### src/sv/csd_pkg.sv
// ----------------------------------------------------------------------------
// CSD recoder package
// Shared widths, register indexes and controller/datapath interface types.
// ----------------------------------------------------------------------------
package csd_pkg;

   localparam int VALUE_W   = 32;
   localparam int FRAC_BITS = 16;
   localparam int MASK_W    = 32;
   localparam int POS_W     = 5;
   localparam int CNT_W     = 5;
   localparam int NZ_W      = 6;
   localparam int CSR_IDX_W = 2;
   localparam int CSR_DATA_W = 6;

   localparam logic [CSR_IDX_W-1:0] CSR_LIMIT_MODE     = 2'd0;
   localparam logic [CSR_IDX_W-1:0] CSR_FRAC_PLACES    = 2'd1;
   localparam logic [CSR_IDX_W-1:0] CSR_NONZERO_BUDGET = 2'd2;

   localparam logic [POS_W-1:0] RESET_FRAC_PLACES    = 5'd16;
   localparam logic [NZ_W-1:0]  RESET_NONZERO_BUDGET = 6'd32;

   typedef struct packed {
      logic load;
      logic step;
      logic emit;
   } cmd_type;

   typedef struct packed {
      logic last;
   } status_type;

endpackage

### src/sv/csd_if.sv
// ----------------------------------------------------------------------------
// CSD recoder channels
// Request and response channels with a valid/ready handshake.
// ----------------------------------------------------------------------------
interface csd_req_if;
   logic                      valid;
   logic                      ready;
   logic signed [31:0]        value;

   modport source (output valid, output value, input ready);
   modport sink   (input valid, input value, output ready);
endinterface

interface csd_rsp_if;
   logic        valid;
   logic        ready;
   logic [31:0] plus_mask;
   logic [31:0] minus_mask;
   logic [4:0]  int_digits;
   logic [4:0]  frac_digits;
   logic [5:0]  nonzero_count;

   modport source (output valid, output plus_mask, output minus_mask, output int_digits,
                   output frac_digits, output nonzero_count, input ready);
   modport sink   (input valid, input plus_mask, input minus_mask, input int_digits,
                   input frac_digits, input nonzero_count, output ready);
endinterface

### src/sv/csd_recoder_fixed_point_top.sv
// ----------------------------------------------------------------------------
// CSD recoder top level
// Recodes one signed Q16.16 value into canonical signed digit masks.
// ----------------------------------------------------------------------------
// After the transfer in, the block walks the digit positions from bit 31 down
// to the lowest kept one, stopping sooner for a zero input or an early budget
// stop, and then registers the result; a stalled response adds its wait.
// Synchronous reset returns the controller to idle, drops the result valid
// and restores the configuration registers to their default values.
module csd_recoder_fixed_point_top (
   input  logic                              clock,
   input  logic                              reset,
   csd_req_if.sink                           req_ch,
   csd_rsp_if.source                         rsp_ch,
   input  logic                              csr_we,
   input  logic [csd_pkg::CSR_IDX_W-1:0]     csr_index,
   input  logic [csd_pkg::CSR_DATA_W-1:0]    csr_wdata
);
   import csd_pkg::*;

   cmd_type    cmd;
   status_type status;

   csd_ctrl u_ctrl (
      .clock     (clock),
      .reset     (reset),
      .in_valid  (req_ch.valid),
      .in_ready  (req_ch.ready),
      .out_valid (rsp_ch.valid),
      .out_ready (rsp_ch.ready),
      .status    (status),
      .cmd       (cmd)
   );

   csd_dp u_dp (
      .clock             (clock),
      .reset             (reset),
      .csr_we            (csr_we),
      .csr_index         (csr_index),
      .csr_wdata         (csr_wdata),
      .in_value          (req_ch.value),
      .cmd               (cmd),
      .status            (status),
      .out_plus_mask     (rsp_ch.plus_mask),
      .out_minus_mask    (rsp_ch.minus_mask),
      .out_int_digits    (rsp_ch.int_digits),
      .out_frac_digits   (rsp_ch.frac_digits),
      .out_nonzero_count (rsp_ch.nonzero_count)
   );

endmodule

### src/sv/csd_ctrl.sv
// ----------------------------------------------------------------------------
// CSD recoder controller
// Sequences load, digit steps and result transfer for one item at a time.
// ----------------------------------------------------------------------------
module csd_ctrl (
   input  logic                clock,
   input  logic                reset,
   input  logic                in_valid,
   output logic                in_ready,
   output logic                out_valid,
   input  logic                out_ready,
   input  csd_pkg::status_type status,
   output csd_pkg::cmd_type    cmd
);
   import csd_pkg::*;

   typedef enum logic [2:0] {
      ST_IDLE   = 3'b001,
      ST_STEP   = 3'b010,
      ST_FINISH = 3'b100
   } state_type;

   state_type state_ff, state_in;
   logic      out_valid_ff, out_valid_in;

   always_comb begin
      state_in = state_ff;
      cmd      = '0;
      in_ready = 1'b0;
      case (state_ff)
         ST_IDLE: begin
            in_ready = 1'b1;
            if (in_valid) begin
               cmd.load = 1'b1;
               state_in = ST_STEP;
            end
         end
         ST_STEP: begin
            cmd.step = 1'b1;
            if (status.last) begin
               state_in = ST_FINISH;
            end
         end
         ST_FINISH: begin
            if (!out_valid_ff || out_ready) begin
               cmd.emit = 1'b1;
               state_in = ST_IDLE;
            end
         end
         default: begin
            state_in = ST_IDLE;
         end
      endcase
   end

   always_comb begin
      out_valid_in = out_valid_ff;
      if (out_valid_ff && out_ready) begin
         out_valid_in = 1'b0;
      end
      if (cmd.emit) begin
         out_valid_in = 1'b1;
      end
   end

   always_ff @(posedge clock) begin
      if (reset) begin
         state_ff     <= ST_IDLE;
         out_valid_ff <= 1'b0;
      end else begin
         state_ff     <= state_in;
         out_valid_ff <= out_valid_in;
      end
   end

   assign out_valid = out_valid_ff;

endmodule

### src/sv/csd_dp.sv
// ----------------------------------------------------------------------------
// CSD recoder datapath
// Configuration registers, remainder, digit select and result registers.
// ----------------------------------------------------------------------------
module csd_dp (
   input  logic                                 clock,
   input  logic                                 reset,
   input  logic                                 csr_we,
   input  logic [csd_pkg::CSR_IDX_W-1:0]        csr_index,
   input  logic [csd_pkg::CSR_DATA_W-1:0]       csr_wdata,
   input  logic signed [csd_pkg::VALUE_W-1:0]   in_value,
   input  csd_pkg::cmd_type                     cmd,
   output csd_pkg::status_type                  status,
   output logic [csd_pkg::MASK_W-1:0]           out_plus_mask,
   output logic [csd_pkg::MASK_W-1:0]           out_minus_mask,
   output logic [csd_pkg::CNT_W-1:0]            out_int_digits,
   output logic [csd_pkg::CNT_W-1:0]            out_frac_digits,
   output logic [csd_pkg::NZ_W-1:0]             out_nonzero_count
);
   import csd_pkg::*;

   logic                     limit_mode_ff;
   logic [POS_W-1:0]         frac_places_ff;
   logic [NZ_W-1:0]          nonzero_budget_ff;

   logic signed [VALUE_W:0]  r_ff, r_in;
   logic [POS_W-1:0]         k_ff, k_in;
   logic [NZ_W-1:0]          left_ff, left_in;
   logic                     started_ff, started_in;
   logic                     big_ff, big_in;
   logic                     zero_ff, zero_in;
   logic [MASK_W-1:0]        plus_ff, plus_in;
   logic [MASK_W-1:0]        minus_ff, minus_in;
   logic [CNT_W-1:0]         int_ff, int_in;
   logic [CNT_W-1:0]         frac_ff, frac_in;
   logic [NZ_W-1:0]          nz_ff, nz_in;

   logic [MASK_W-1:0]        rsp_plus_ff;
   logic [MASK_W-1:0]        rsp_minus_ff;
   logic [CNT_W-1:0]         rsp_int_ff;
   logic [CNT_W-1:0]         rsp_frac_ff;
   logic [NZ_W-1:0]          rsp_nz_ff;

   logic [POS_W-1:0]         places;
   logic [POS_W-1:0]         low;
   logic [NZ_W-1:0]          budget_init;
   logic [VALUE_W-1:0]       mag;
   logic signed [VALUE_W+2:0] r_ext;
   logic signed [VALUE_W+2:0] t;
   logic [VALUE_W+2:0]       tw;
   logic [VALUE_W:0]         w;
   logic                     gt;
   logic                     lt;
   logic                     active;
   logic                     brk;
   logic                     take;
   logic [NZ_W-1:0]          left_dec;

   always_ff @(posedge clock) begin
      if (reset) begin
         limit_mode_ff     <= 1'b0;
         frac_places_ff    <= RESET_FRAC_PLACES;
         nonzero_budget_ff <= RESET_NONZERO_BUDGET;
      end else if (csr_we) begin
         case (csr_index)
            CSR_LIMIT_MODE:     limit_mode_ff     <= csr_wdata[0];
            CSR_FRAC_PLACES:    frac_places_ff    <= csr_wdata[POS_W-1:0];
            CSR_NONZERO_BUDGET: nonzero_budget_ff <= csr_wdata[NZ_W-1:0];
            default: begin
            end
         endcase
      end
   end

   always_comb begin
      places      = (frac_places_ff > POS_W'(FRAC_BITS)) ? POS_W'(FRAC_BITS) : frac_places_ff;
      low         = limit_mode_ff ? '0 : POS_W'(FRAC_BITS) - places;
      budget_init = (nonzero_budget_ff == '0) ? NZ_W'(1) : nonzero_budget_ff;
      mag         = in_value[VALUE_W-1] ? (VALUE_W'(0) - in_value) : in_value;

      r_ext = (VALUE_W+3)'(r_ff);
      t     = (r_ext <<< 1) + r_ext;
      tw    = (VALUE_W+3)'(1) << ({1'b0, k_ff} + 6'd1);
      w     = (VALUE_W+1)'(1) << k_ff;
      gt    = t > $signed(tw);
      lt    = t < -$signed(tw);

      active = started_ff | (big_ff ? (gt | lt) : !k_ff[POS_W-1]);
      brk    = limit_mode_ff && !k_ff[POS_W-1] && ((left_ff == '0) || (r_ff == '0));
      take   = cmd.step && !zero_ff && active && !brk;
      left_dec = (left_ff != '0) ? left_ff - NZ_W'(1) : left_ff;

      status.last = zero_ff || brk || (k_ff == low);
   end

   always_comb begin
      r_in       = r_ff;
      k_in       = k_ff;
      left_in    = left_ff;
      started_in = started_ff;
      big_in     = big_ff;
      zero_in    = zero_ff;
      plus_in    = plus_ff;
      minus_in   = minus_ff;
      int_in     = int_ff;
      frac_in    = frac_ff;
      nz_in      = nz_ff;
      if (cmd.load) begin
         r_in       = (VALUE_W+1)'(in_value);
         k_in       = POS_W'(VALUE_W - 1);
         left_in    = budget_init;
         started_in = 1'b0;
         big_in     = |mag[VALUE_W-1:FRAC_BITS];
         zero_in    = (in_value == '0);
         plus_in    = '0;
         minus_in   = '0;
         int_in     = '0;
         frac_in    = '0;
         nz_in      = '0;
      end else if (cmd.step) begin
         k_in = k_ff - POS_W'(1);
         if (take) begin
            if (!started_ff) begin
               started_in = 1'b1;
               int_in     = big_ff ? (k_ff - POS_W'(FRAC_BITS - 1)) : '0;
            end
            if (gt) begin
               plus_in[k_ff] = 1'b1;
               r_in          = r_ff - $signed(w);
               nz_in         = nz_ff + NZ_W'(1);
               left_in       = left_dec;
            end else if (lt) begin
               minus_in[k_ff] = 1'b1;
               r_in           = r_ff + $signed(w);
               nz_in          = nz_ff + NZ_W'(1);
               left_in        = left_dec;
            end
            if (!k_ff[POS_W-1]) begin
               frac_in = frac_ff + CNT_W'(1);
            end
            if (limit_mode_ff && (left_in == '0)) begin
               r_in = '0;
            end
         end
      end
   end

   always_ff @(posedge clock) begin
      r_ff       <= r_in;
      k_ff       <= k_in;
      left_ff    <= left_in;
      started_ff <= started_in;
      big_ff     <= big_in;
      zero_ff    <= zero_in;
      plus_ff    <= plus_in;
      minus_ff   <= minus_in;
      int_ff     <= int_in;
      frac_ff    <= frac_in;
      nz_ff      <= nz_in;
      if (cmd.emit) begin
         rsp_plus_ff  <= plus_ff;
         rsp_minus_ff <= minus_ff;
         rsp_int_ff   <= int_ff;
         rsp_frac_ff  <= frac_ff;
         rsp_nz_ff    <= nz_ff;
      end
   end

   assign out_plus_mask     = rsp_plus_ff;
   assign out_minus_mask    = rsp_minus_ff;
   assign out_int_digits    = rsp_int_ff;
   assign out_frac_digits   = rsp_frac_ff;
   assign out_nonzero_count = rsp_nz_ff;

endmodule

### src/flat_wrapper.sv
// flat-port wrapper written by rule: the top's interface ports become plain ports
module csd_recoder_fixed_point_top_flat import csd_pkg::*;
  (clock, reset, csr_we, csr_index, csr_wdata, req_ch_valid, req_ch_value, req_ch_ready, rsp_ch_valid, rsp_ch_plus_mask, rsp_ch_minus_mask, rsp_ch_int_digits, rsp_ch_frac_digits, rsp_ch_nonzero_count, rsp_ch_ready);
  csd_req_if req_ch_i ();
  csd_rsp_if rsp_ch_i ();
  input  logic clock;
  input  logic reset;
  input  logic csr_we;
  input  logic [csd_pkg::CSR_IDX_W-1:0] csr_index;
  input  logic [csd_pkg::CSR_DATA_W-1:0] csr_wdata;
  input wire logic [$bits(req_ch_i.valid)-1:0] req_ch_valid;
  input wire logic [$bits(req_ch_i.value)-1:0] req_ch_value;
  output wire logic [$bits(req_ch_i.ready)-1:0] req_ch_ready;
  output wire logic [$bits(rsp_ch_i.valid)-1:0] rsp_ch_valid;
  output wire logic [$bits(rsp_ch_i.plus_mask)-1:0] rsp_ch_plus_mask;
  output wire logic [$bits(rsp_ch_i.minus_mask)-1:0] rsp_ch_minus_mask;
  output wire logic [$bits(rsp_ch_i.int_digits)-1:0] rsp_ch_int_digits;
  output wire logic [$bits(rsp_ch_i.frac_digits)-1:0] rsp_ch_frac_digits;
  output wire logic [$bits(rsp_ch_i.nonzero_count)-1:0] rsp_ch_nonzero_count;
  input wire logic [$bits(rsp_ch_i.ready)-1:0] rsp_ch_ready;
  assign req_ch_i.valid = req_ch_valid;
  assign req_ch_i.value = req_ch_value;
  assign req_ch_ready = req_ch_i.ready;
  assign rsp_ch_valid = rsp_ch_i.valid;
  assign rsp_ch_plus_mask = rsp_ch_i.plus_mask;
  assign rsp_ch_minus_mask = rsp_ch_i.minus_mask;
  assign rsp_ch_int_digits = rsp_ch_i.int_digits;
  assign rsp_ch_frac_digits = rsp_ch_i.frac_digits;
  assign rsp_ch_nonzero_count = rsp_ch_i.nonzero_count;
  assign rsp_ch_i.ready = rsp_ch_ready;
  csd_recoder_fixed_point_top u_core (.clock(clock), .reset(reset), .req_ch(req_ch_i), .rsp_ch(rsp_ch_i), .csr_we(csr_we), .csr_index(csr_index), .csr_wdata(csr_wdata));
endmodule
### config.mk
export PLATFORM = sky130hd
export DESIGN_NAME = csd_recoder_fixed_point_top_flat
export DESIGN_NICKNAME = d
export VERILOG_FILES = /design/src/sv/csd_pkg.sv /design/src/sv/csd_if.sv /design/src/sv/csd_recoder_fixed_point_top.sv /design/src/sv/csd_ctrl.sv /design/src/sv/csd_dp.sv /design/src/flat_wrapper.sv
export SDC_FILE = /design/constraint.sdc
export NUM_CORES = 1
export LEC_CHECK = 0
export ABC_AREA = 1
export ABC_CLOCK_PERIOD_IN_PS = 13500
export BUFFER_PORTS_ARGS = -buffer_cell sky130_fd_sc_hd__buf_2
export CORE_MARGIN = 8
export CORE_UTILIZATION = 45
export DETAILED_ROUTE_END_ITERATION = 16
export PLACE_DENSITY = 0.59
export SLEW_MARGIN = 20
export SYNTH_ARGS = -nofsm -noshare
export SYNTH_HDL_FRONTEND = slang
export SYNTH_SLANG_ARGS = --single-unit
### constraint.sdc
create_clock -name clock -period 13.5 [get_ports clock]
set_input_delay 1.35 -clock clock [delete_from_list [all_inputs] [get_ports clock]]
set_output_delay 1.35 -clock clock [all_outputs]
set_load 0.01 [all_outputs]
==> impl_metrics.json, run 1 <==
{
  "clock_latency_ns": 0.54,
  "hold_path_depth": 0,
  "cp_slowest_stage_delay_ns": 0.52,
  "synthArstFlopShare_pct": 0,
  "dieHeight_um": 207.8,
  "grt_pass1_vias": 14410,
  "syn_area_um2": 16550,
  "synthCells": 2196,
  "hold_buffers": 0,
  "die_w_um": 207.8,
  "layout_common_cells": "nand2_1, inv_1, nor2_1",
  "core-area_um2": 36430,
  "power_frac_seq_pct": 19.2,
  "antenna_left": 0,
  "dieArea_um2": 43160,
  "timing.final.crit_share_pct": 74.40,
  "port_buffers": 126,
  "pin_count": 127,
  "r2r-start": "u_core.u_dp.r_ff[1]$_DFFE_PP_",
  "start_util_pct": 45.41,
  "seq_area_frac_synth_pct": 34.30,
  "dp.cells": 2751,
  "cts.htree.levels": 1,
  "hold_start": "u_core.u_dp.plus_ff[3]$_SDFFE_PP0P_",
  "setup_viol": 0,
  "fin_setup_tns_ns": 0,
  "drc_errors": 0,
  "r2r_cells": 45,
  "viasPerCell": 5.335,
  "final.setup.worst_slack_ns": 3.456,
  "skew_ns": 0.01561,
  "cts_resized": 0,
  "max_slew_margin_pct": 34.38,
  "rsz0062_at_grt": "no",
  "max_freq_ghz": 0.09956,
  "clockBufferDepth": 3,
  "instances_no_fill": 2795,
  "ys_warn_count": 0,
  "finalHoldViolations": 0,
  "wire_per_inst_um": 17.66,
  "crit_arrival_ns": 10.33,
  "nets": 2517,
  "numCtsBuffers": 24,
  "power.density_nw_per_um2": 260.3,
  "clkPwrFrac_pct": 13.7,
  "grt_first_pass_wirelength_um": 77740,
  "grt_max_degree": 88,
  "max_cap_violations": 0,
  "dp_hpwl_um": 39720,
  "postCtsSetupRepairBufs": 0,
  "whs_endpoint": "u_core.u_dp.out_plus_mask[3]$_DFFE_PP_",
  "hold_class": "reg2reg",
  "syn_avg_cell_area_um2": 7.535,
  "final_common_cell": "nand2_1",
  "start_kind": "register",
  "ys_ff_latch": 223,
  "path_common_cell": "o21ai_0",
  "crit_type": "reg2reg",
  "antenna_found_initial": 0,
  "drive_gt1_share_pct": 9.583,
  "cp.required_ns": 13.78,
  "area_delta_synth_final_pct": 10.84,
  "gp_congestion": 0.9712,
  "synthDistinctLibCells": 56,
  "fin_util_pct": 50.33,
  "cp-end-kind": "register",
  "dr.pass1.iters": 5,
  "status": "completed",
  "r2r_slack_ns": 3.46,
  "period_needed_ns": 10.04,
  "cts.sinks": 223,
  "cts_tree": "yes",
  "dp_slack_ns": 3.609,
  "cpMaxStageDelayCell": "edfxtp_1",
  "cp_top_family": "compound AO/OA/AOI/OAI gates",
  "slew_violations": 0,
  "ir_drop_mv": 0.1521,
  "worstMarginPinSlew_ns": 0.9842,
  "fin_area_um2": 18340,
  "cp_num_buf_inv": 5,
  "internal_power_mw": 2.301,
  "swShare_pct": 51.80,
  "synthesis.nets": 2404,
  "yosys_most_used_dff": "edfxtp_1",
  "rr_endpoint": "u_core.u_dp.r_ff[23]$_DFFE_PP_",
  "grt_overflow": 0,
  "drt_iter0_drc": 1016,
  "crit_fanout": 46,
  "p_leak_nw": 8.863,
  "rows": 70,
  "dr_total_vias": 14910,
  "place_area_um2": 17550,
  "combPwrFrac_pct": 67.1,
  "grtUsageTotal_pct": 22.14,
  "antenna_cells": 0,
  "clock-root-buffer": "clkbuf_16",
  "wirelength_um": 49360,
  "p_switching_mw": 2.473,
  "clk_pin_slew_ns": 0.06,
  "synth-edff-count": 121
}
[worst register-to-register path, delay by kind of cell (launching register included)]
| kind | cells | cell delay [ns] |
|---|---|---|
| AOI/OAI and AO/OA | 20 | 4.91 |
| and+or+nand+nor | 15 | 1.71 |
| DFF | 1 | 0.52 |
| buffers and inverters | 5 | 1.12 |
| xor gates and xnor gates | 1 | 0.18 |
| adders and majority gates | 4 | 1.36 |
[state kept, by name, summed over array words and instances (netlist names), 3 cells and up]
register and cells:
u_core.u_dp.left_ff 6, u_core.u_dp.out_minus_mask 32, u_core.u_dp.k_ff 5, u_core.u_dp.frac_ff 5, u_core.u_dp.out_frac_digits 5, u_core.u_dp.nonzero_budget_ff 6
u_core.u_dp.out_nonzero_count 6, u_core.u_ctrl.state_ff 3, u_core.u_dp.int_ff 5, u_core.u_dp.out_plus_mask 32, u_core.u_dp.frac_places_ff 5, u_core.u_dp.nz_ff 6
u_core.u_dp.out_int_digits 5, u_core.u_dp.plus_ff 32, u_core.u_dp.r_ff 33, u_core.u_dp.minus_ff 32
[Yosys cell counts (6+ instances only)]
| master | count | share of area [%] |
|---|---|---|
| a211oi_1 | 6 | 0.27 |
| a21boi_0 | 8 | 0.36 |
| a21oi_1 | 156 | 4.7 |
| a31oi_1 | 15 | 0.57 |
| buf_1 | 6 | 0.14 |
| buf_6 | 11 | 0.75 |
| clkbuf_1 | 19 | 0.43 |
| dfxtp_1 | 102 | 12 |
| edfxtp_1 | 121 | 22 |
| ha_1 | 161 | 12 |
| inv_1 | 303 | 6.9 |
| inv_2 | 11 | 0.25 |
| nand2_1 | 428 | 9.7 |
| nand2_2 | 10 | 0.38 |
| nand3_1 | 122 | 3.7 |
| nand4_1 | 40 | 1.5 |
| nor2_1 | 287 | 6.5 |
| nor2_2 | 8 | 0.30 |
| nor3_1 | 57 | 1.7 |
| nor4_1 | 10 | 0.38 |
| o211ai_1 | 18 | 0.82 |
| o21a_1 | 21 | 0.95 |
| o21ai_0 | 59 | 1.8 |
| o21ai_1 | 15 | 0.45 |
| xnor2_1 | 39 | 2.1 |
| xor2_1 | 94 | 5.0 |
[metrics by stage]
step / hold WS (ns) / power, mW
2_1_floorplan: 0.4082 / 3.297
5_1_grt: 0.4328 / 5.254
3_5_place_dp: 0.4142 / 4.099
6_report: 0.4273 / 4.773
4_1_cts: 0.4281 / 4.777
3_3_place_gp: 0.4152 / 4.059
[power by group through the flow]
stage	combinational, mW	clock [mW]	sequential (mW)
floorplan	2.41	0	0.887
global placement	3.13	0	0.929
detailed placement	3.17	0	0.931
CTS	3.19	0.668	0.917
global route	3.63	0.696	0.929
finish	3.20	0.653	0.917
[final cells by class]
class	count	area [um^2]
clock buffer	36	706.9
inverter	319	1200
multi-input combinational	1608	9404
clock inverter	8	83.83
sequential	223	5675
fill	3717	18100
tap	468	585.6
timing repair buffer	133	683.2
[how the worst max path moves through the flow]
stage,from,cells after the start,endpoint,slack [ns]
2_1_floorplan,rsp_ch_ready,2,u_core.u_dp.out_frac_digits[0]$_DFFE_PP_,3.84
3_3_place_gp,u_core.u_dp.r_ff[1]$_DFFE_PP_,45,u_core.u_dp.r_ff[25]$_DFFE_PP_,4.00
3_5_place_dp,u_core.u_dp.r_ff[1]$_DFFE_PP_,45,u_core.u_dp.r_ff[23]$_DFFE_PP_,3.61
4_1_cts,u_core.u_dp.r_ff[1]$_DFFE_PP_,45,u_core.u_dp.r_ff[23]$_DFFE_PP_,3.57
5_1_grt,u_core.u_dp.r_ff[1]$_DFFE_PP_,48,u_core.u_dp.r_ff[30]$_DFFE_PP_,2.45
6_report,u_core.u_dp.r_ff[1]$_DFFE_PP_,45,u_core.u_dp.r_ff[23]$_DFFE_PP_,3.46
[routing by layer]
layer	GRT usage, %	share of wire [%]
met1	29.44	46
met5	0	0
met2	36.74	45
met3	3.065	5.6
met4	7.171	3.3
[cells by family after synthesis]
family	after synthesis	share of synthesized area, %
and+or+nand+nor	982	25.55
buffers and inverters	365	8.946
AOI/OAI and AO/OA	329	11.61
DFF	223	34.30
adders and majority gates	163	12.42
xor gates and xnor gates	134	7.176
Power figures use the tool's default switching activity.
==> run 2, diff against run 1 <==
- ABC_AREA: 1 -> 0
- ABC_CLOCK_PERIOD_IN_PS: 13500 -> 8400
- PLACE_DENSITY: 0.59 -> 0.61
- clock period: 13.5 -> 8.4 ns (I/O delays scaled with it)
==> impl_metrics.json, run 2 <==
{
  "synth_top_area_share_pct": 23.36,
  "hold_class": "reg2reg",
  "clk_pin_slew_ns": 0.08,
  "cts.htree.levels": 1,
  "fin_setup_tns_ns": 0,
  "synth_compound_area_share_pct": 21.94,
  "final_common_cell": "nor2_1",
  "synth_top_family_by_area": "compound AO/OA/AOI/OAI gates",
  "ys_warn_count": 0,
  "crit_arrival_ns": 8.28,
  "place_area_um2": 17160,
  "cp.required_ns": 8.66,
  "synthCells": 1749,
  "drc_errors": 0,
  "ir_drop_mv": 0.2229,
  "clock_latency_ns": 0.54,
  "crit_fanout": 8,
  "crit_type": "reg2reg",
  "synthTopCellsByArea": "edfxtp_1, dfxtp_1, ha_1, a21oi_1, nor2_1",
  "nets": 2133,
  "seq_area_frac_synth_pct": 36.49,
  "timing.final.crit_share_pct": 95.44,
  "period_needed_ns": 8.017,
  "fin_area_um2": 18100,
  "grtUsageTotal_pct": 22.09,
  "yosys_most_used_dff": "edfxtp_1",
  "dr.pass1.iters": 5,
  "dp_slack_ns": 0.007662,
  "dp_hpwl_um": 35690,
  "syn_avg_cell_area_um2": 8.892,
  "dieHeight_um": 201.9,
  "synthTopCellsByCount": "nor2_1, ha_1, nand2_1",
  "cp_slowest_stage_delay_ns": 0.42,
  "cp-end-kind": "register",
  "largest-register": "u_core.u_dp.r_ff",
  "skew_ns": 0.02775,
  "finalHoldViolations": 0,
  "gp_congestion": 0.9668,
  "ys_ff_latch": 223,
  "synthArstFlopShare_pct": 0,
  "rows": 68,
  "yosysMostFrequentCell": "nor2_1",
  "grt_max_degree": 71,
  "layout_common_cells": "nor2_1, nand2_1, ha_1",
  "start_kind": "register",
  "pin_count": 127,
  "synthDistinctLibCells": 86,
  "dieArea_um2": 40770,
  "setup_viol": 0,
  "start_util_pct": 45.36,
  "final.setup.worst_slack_ns": 0.3829,
  "core-area_um2": 34290,
  "wire_per_inst_um": 19.46,
  "grt_overflow": 0,
  "clockBufferDepth": 3,
  "cpMaxStageDelayCell": "edfxtp_1",
  "status": "completed",
  "fin_util_pct": 52.78,
  "area_delta_synth_final_pct": 16.36,
  "port_buffers": 126,
  "slew_violations": 0,
  "dr_total_vias": 13860,
  "synth-edff-count": 121,
  "syn_area_um2": 15550,
  "synth-simple-area-share_pct": 16.77,
  "max_cap_violations": 0,
  "synthAdderAreaFrac_pct": 13.21,
  "synthesis.nets": 1957,
  "synth-xor-area-share_pct": 5.632,
  "wirelength_um": 46670,
  "antenna_found_initial": 0,
  "drt_iter0_drc": 986,
  "drive_gt1_share_pct": 17.34,
  "grt_first_pass_wirelength_um": 74010,
  "viasPerCell": 5.780,
  "numCtsBuffers": 24,
  "grt_pass1_vias": 13530,
  "antenna_left": 0,
  "antenna_cells": 0,
  "yosys.area.top_type": "edfxtp_1",
  "worstMarginPinSlew_ns": 1.124,
  "largest_reg_flops": 33,
  "cts_tree": "yes",
  "power.density_nw_per_um2": 222.9,
  "muxShareOfSynthArea_pct": 1.762,
  "clock-root-buffer": "clkbuf_16",
  "p_leak_nw": 7.616,
  "max_freq_ghz": 0.1247,
  "max_slew_margin_pct": 24.81,
  "die_w_um": 201.9,
  "cts.sinks": 223
}
## run 2: cell types whose count changed after synthesis, sizes merged, moves of 26 or more
cell	change
nand2	-278
inv	-241
nor2	-99
nand3	-94
xor2	-58
clkbuf	+40
a21o	+30
a32o	+26
## run 2: final timing paths
kind | startpoint | to | slack, ns | cells after the start
worst max-delay path | u_core.u_dp.r_ff[0]$_DFFE_PP_ | u_core.u_dp.r_ff[32]$_DFFE_PP_ | 0.38 | 38
worst min-delay path | u_core.u_dp.plus_ff[27]$_SDFFE_PP0P_ | u_core.u_dp.out_plus_mask[27]$_DFFE_PP_ | 0.43 | 0
worst min register to register | u_core.u_dp.plus_ff[27]$_SDFFE_PP0P_ | u_core.u_dp.out_plus_mask[27]$_DFFE_PP_ | 0.43 | 0
worst max register to register | u_core.u_dp.r_ff[0]$_DFFE_PP_ | u_core.u_dp.r_ff[32]$_DFFE_PP_ | 0.38 | 38
## run 2: per-layer routing
metal	vias up	global-route usage (%)	wire [um]
li1	6783	-	-
met4	0	5.479	952
met3	69	2.914	2429
met2	372	37.09	22030
met5	-	0	0
met1	6636	29.69	21260
## run 2: kinds of logic after synthesis
family	Yosys count
buffers and inverters	158
AND/OR/NAND/NOR	562
AO/OA/AOI/OAI	516
adder cells (fa/ha/maj)	163
multiplexers	27
XOR/XNOR	100
flip-flops	223
## run 2: layout make-up
type	count	area, um^2
inverter	74	277.8
timing repair buffer	234	1445
fill	3231	16190
multi-input combinational	1368	9349
clock buffer	36	718.2
tap	455	569.3
clock inverter	8	61.31
sequential	223	5675
## run 2: through the flow
| step | instances | hold slack, ns | power, mW |
|---|---|---|---|
| 6_report | 2398 | 0.4254 | 4.033 |
| 5_1_grt | 2398 | 0.4354 | 4.290 |
| 4_1_cts | 2392 | 0.4277 | 4.005 |
| 3_5_place_dp | 2348 | 0.4148 | 2.954 |
| 3_3_place_gp | 2348 | 0.4123 | 2.923 |
| 2_1_floorplan | 1749 | 0.4081 | 2.474 |
## run 2: timing repair
item                                    in CTS  in global routing
setup buffers                                0                  6
gates resized for setup                      3                 27
endpoints found under the setup margin       2                 17
pin swaps                                    0                 12
hold buffers                                 0                  0
## run 2: worst max-delay path, delay by kind of cell, from the launching register on
family	cells	cell delay [ns]
simple gates	8	1.50
fa+ha+maj	4	1.14
compound gates	23	4.16
flops	1	0.42
xor+xnor	3	0.53
## run 2: power by group
part           internal, mW  switching, mW  leakage, nW
clock network         0.596          0.439        0.383
registers              1.20         0.0585         1.98
logic                 0.709           1.03         5.26
total                  2.50           1.53         7.62
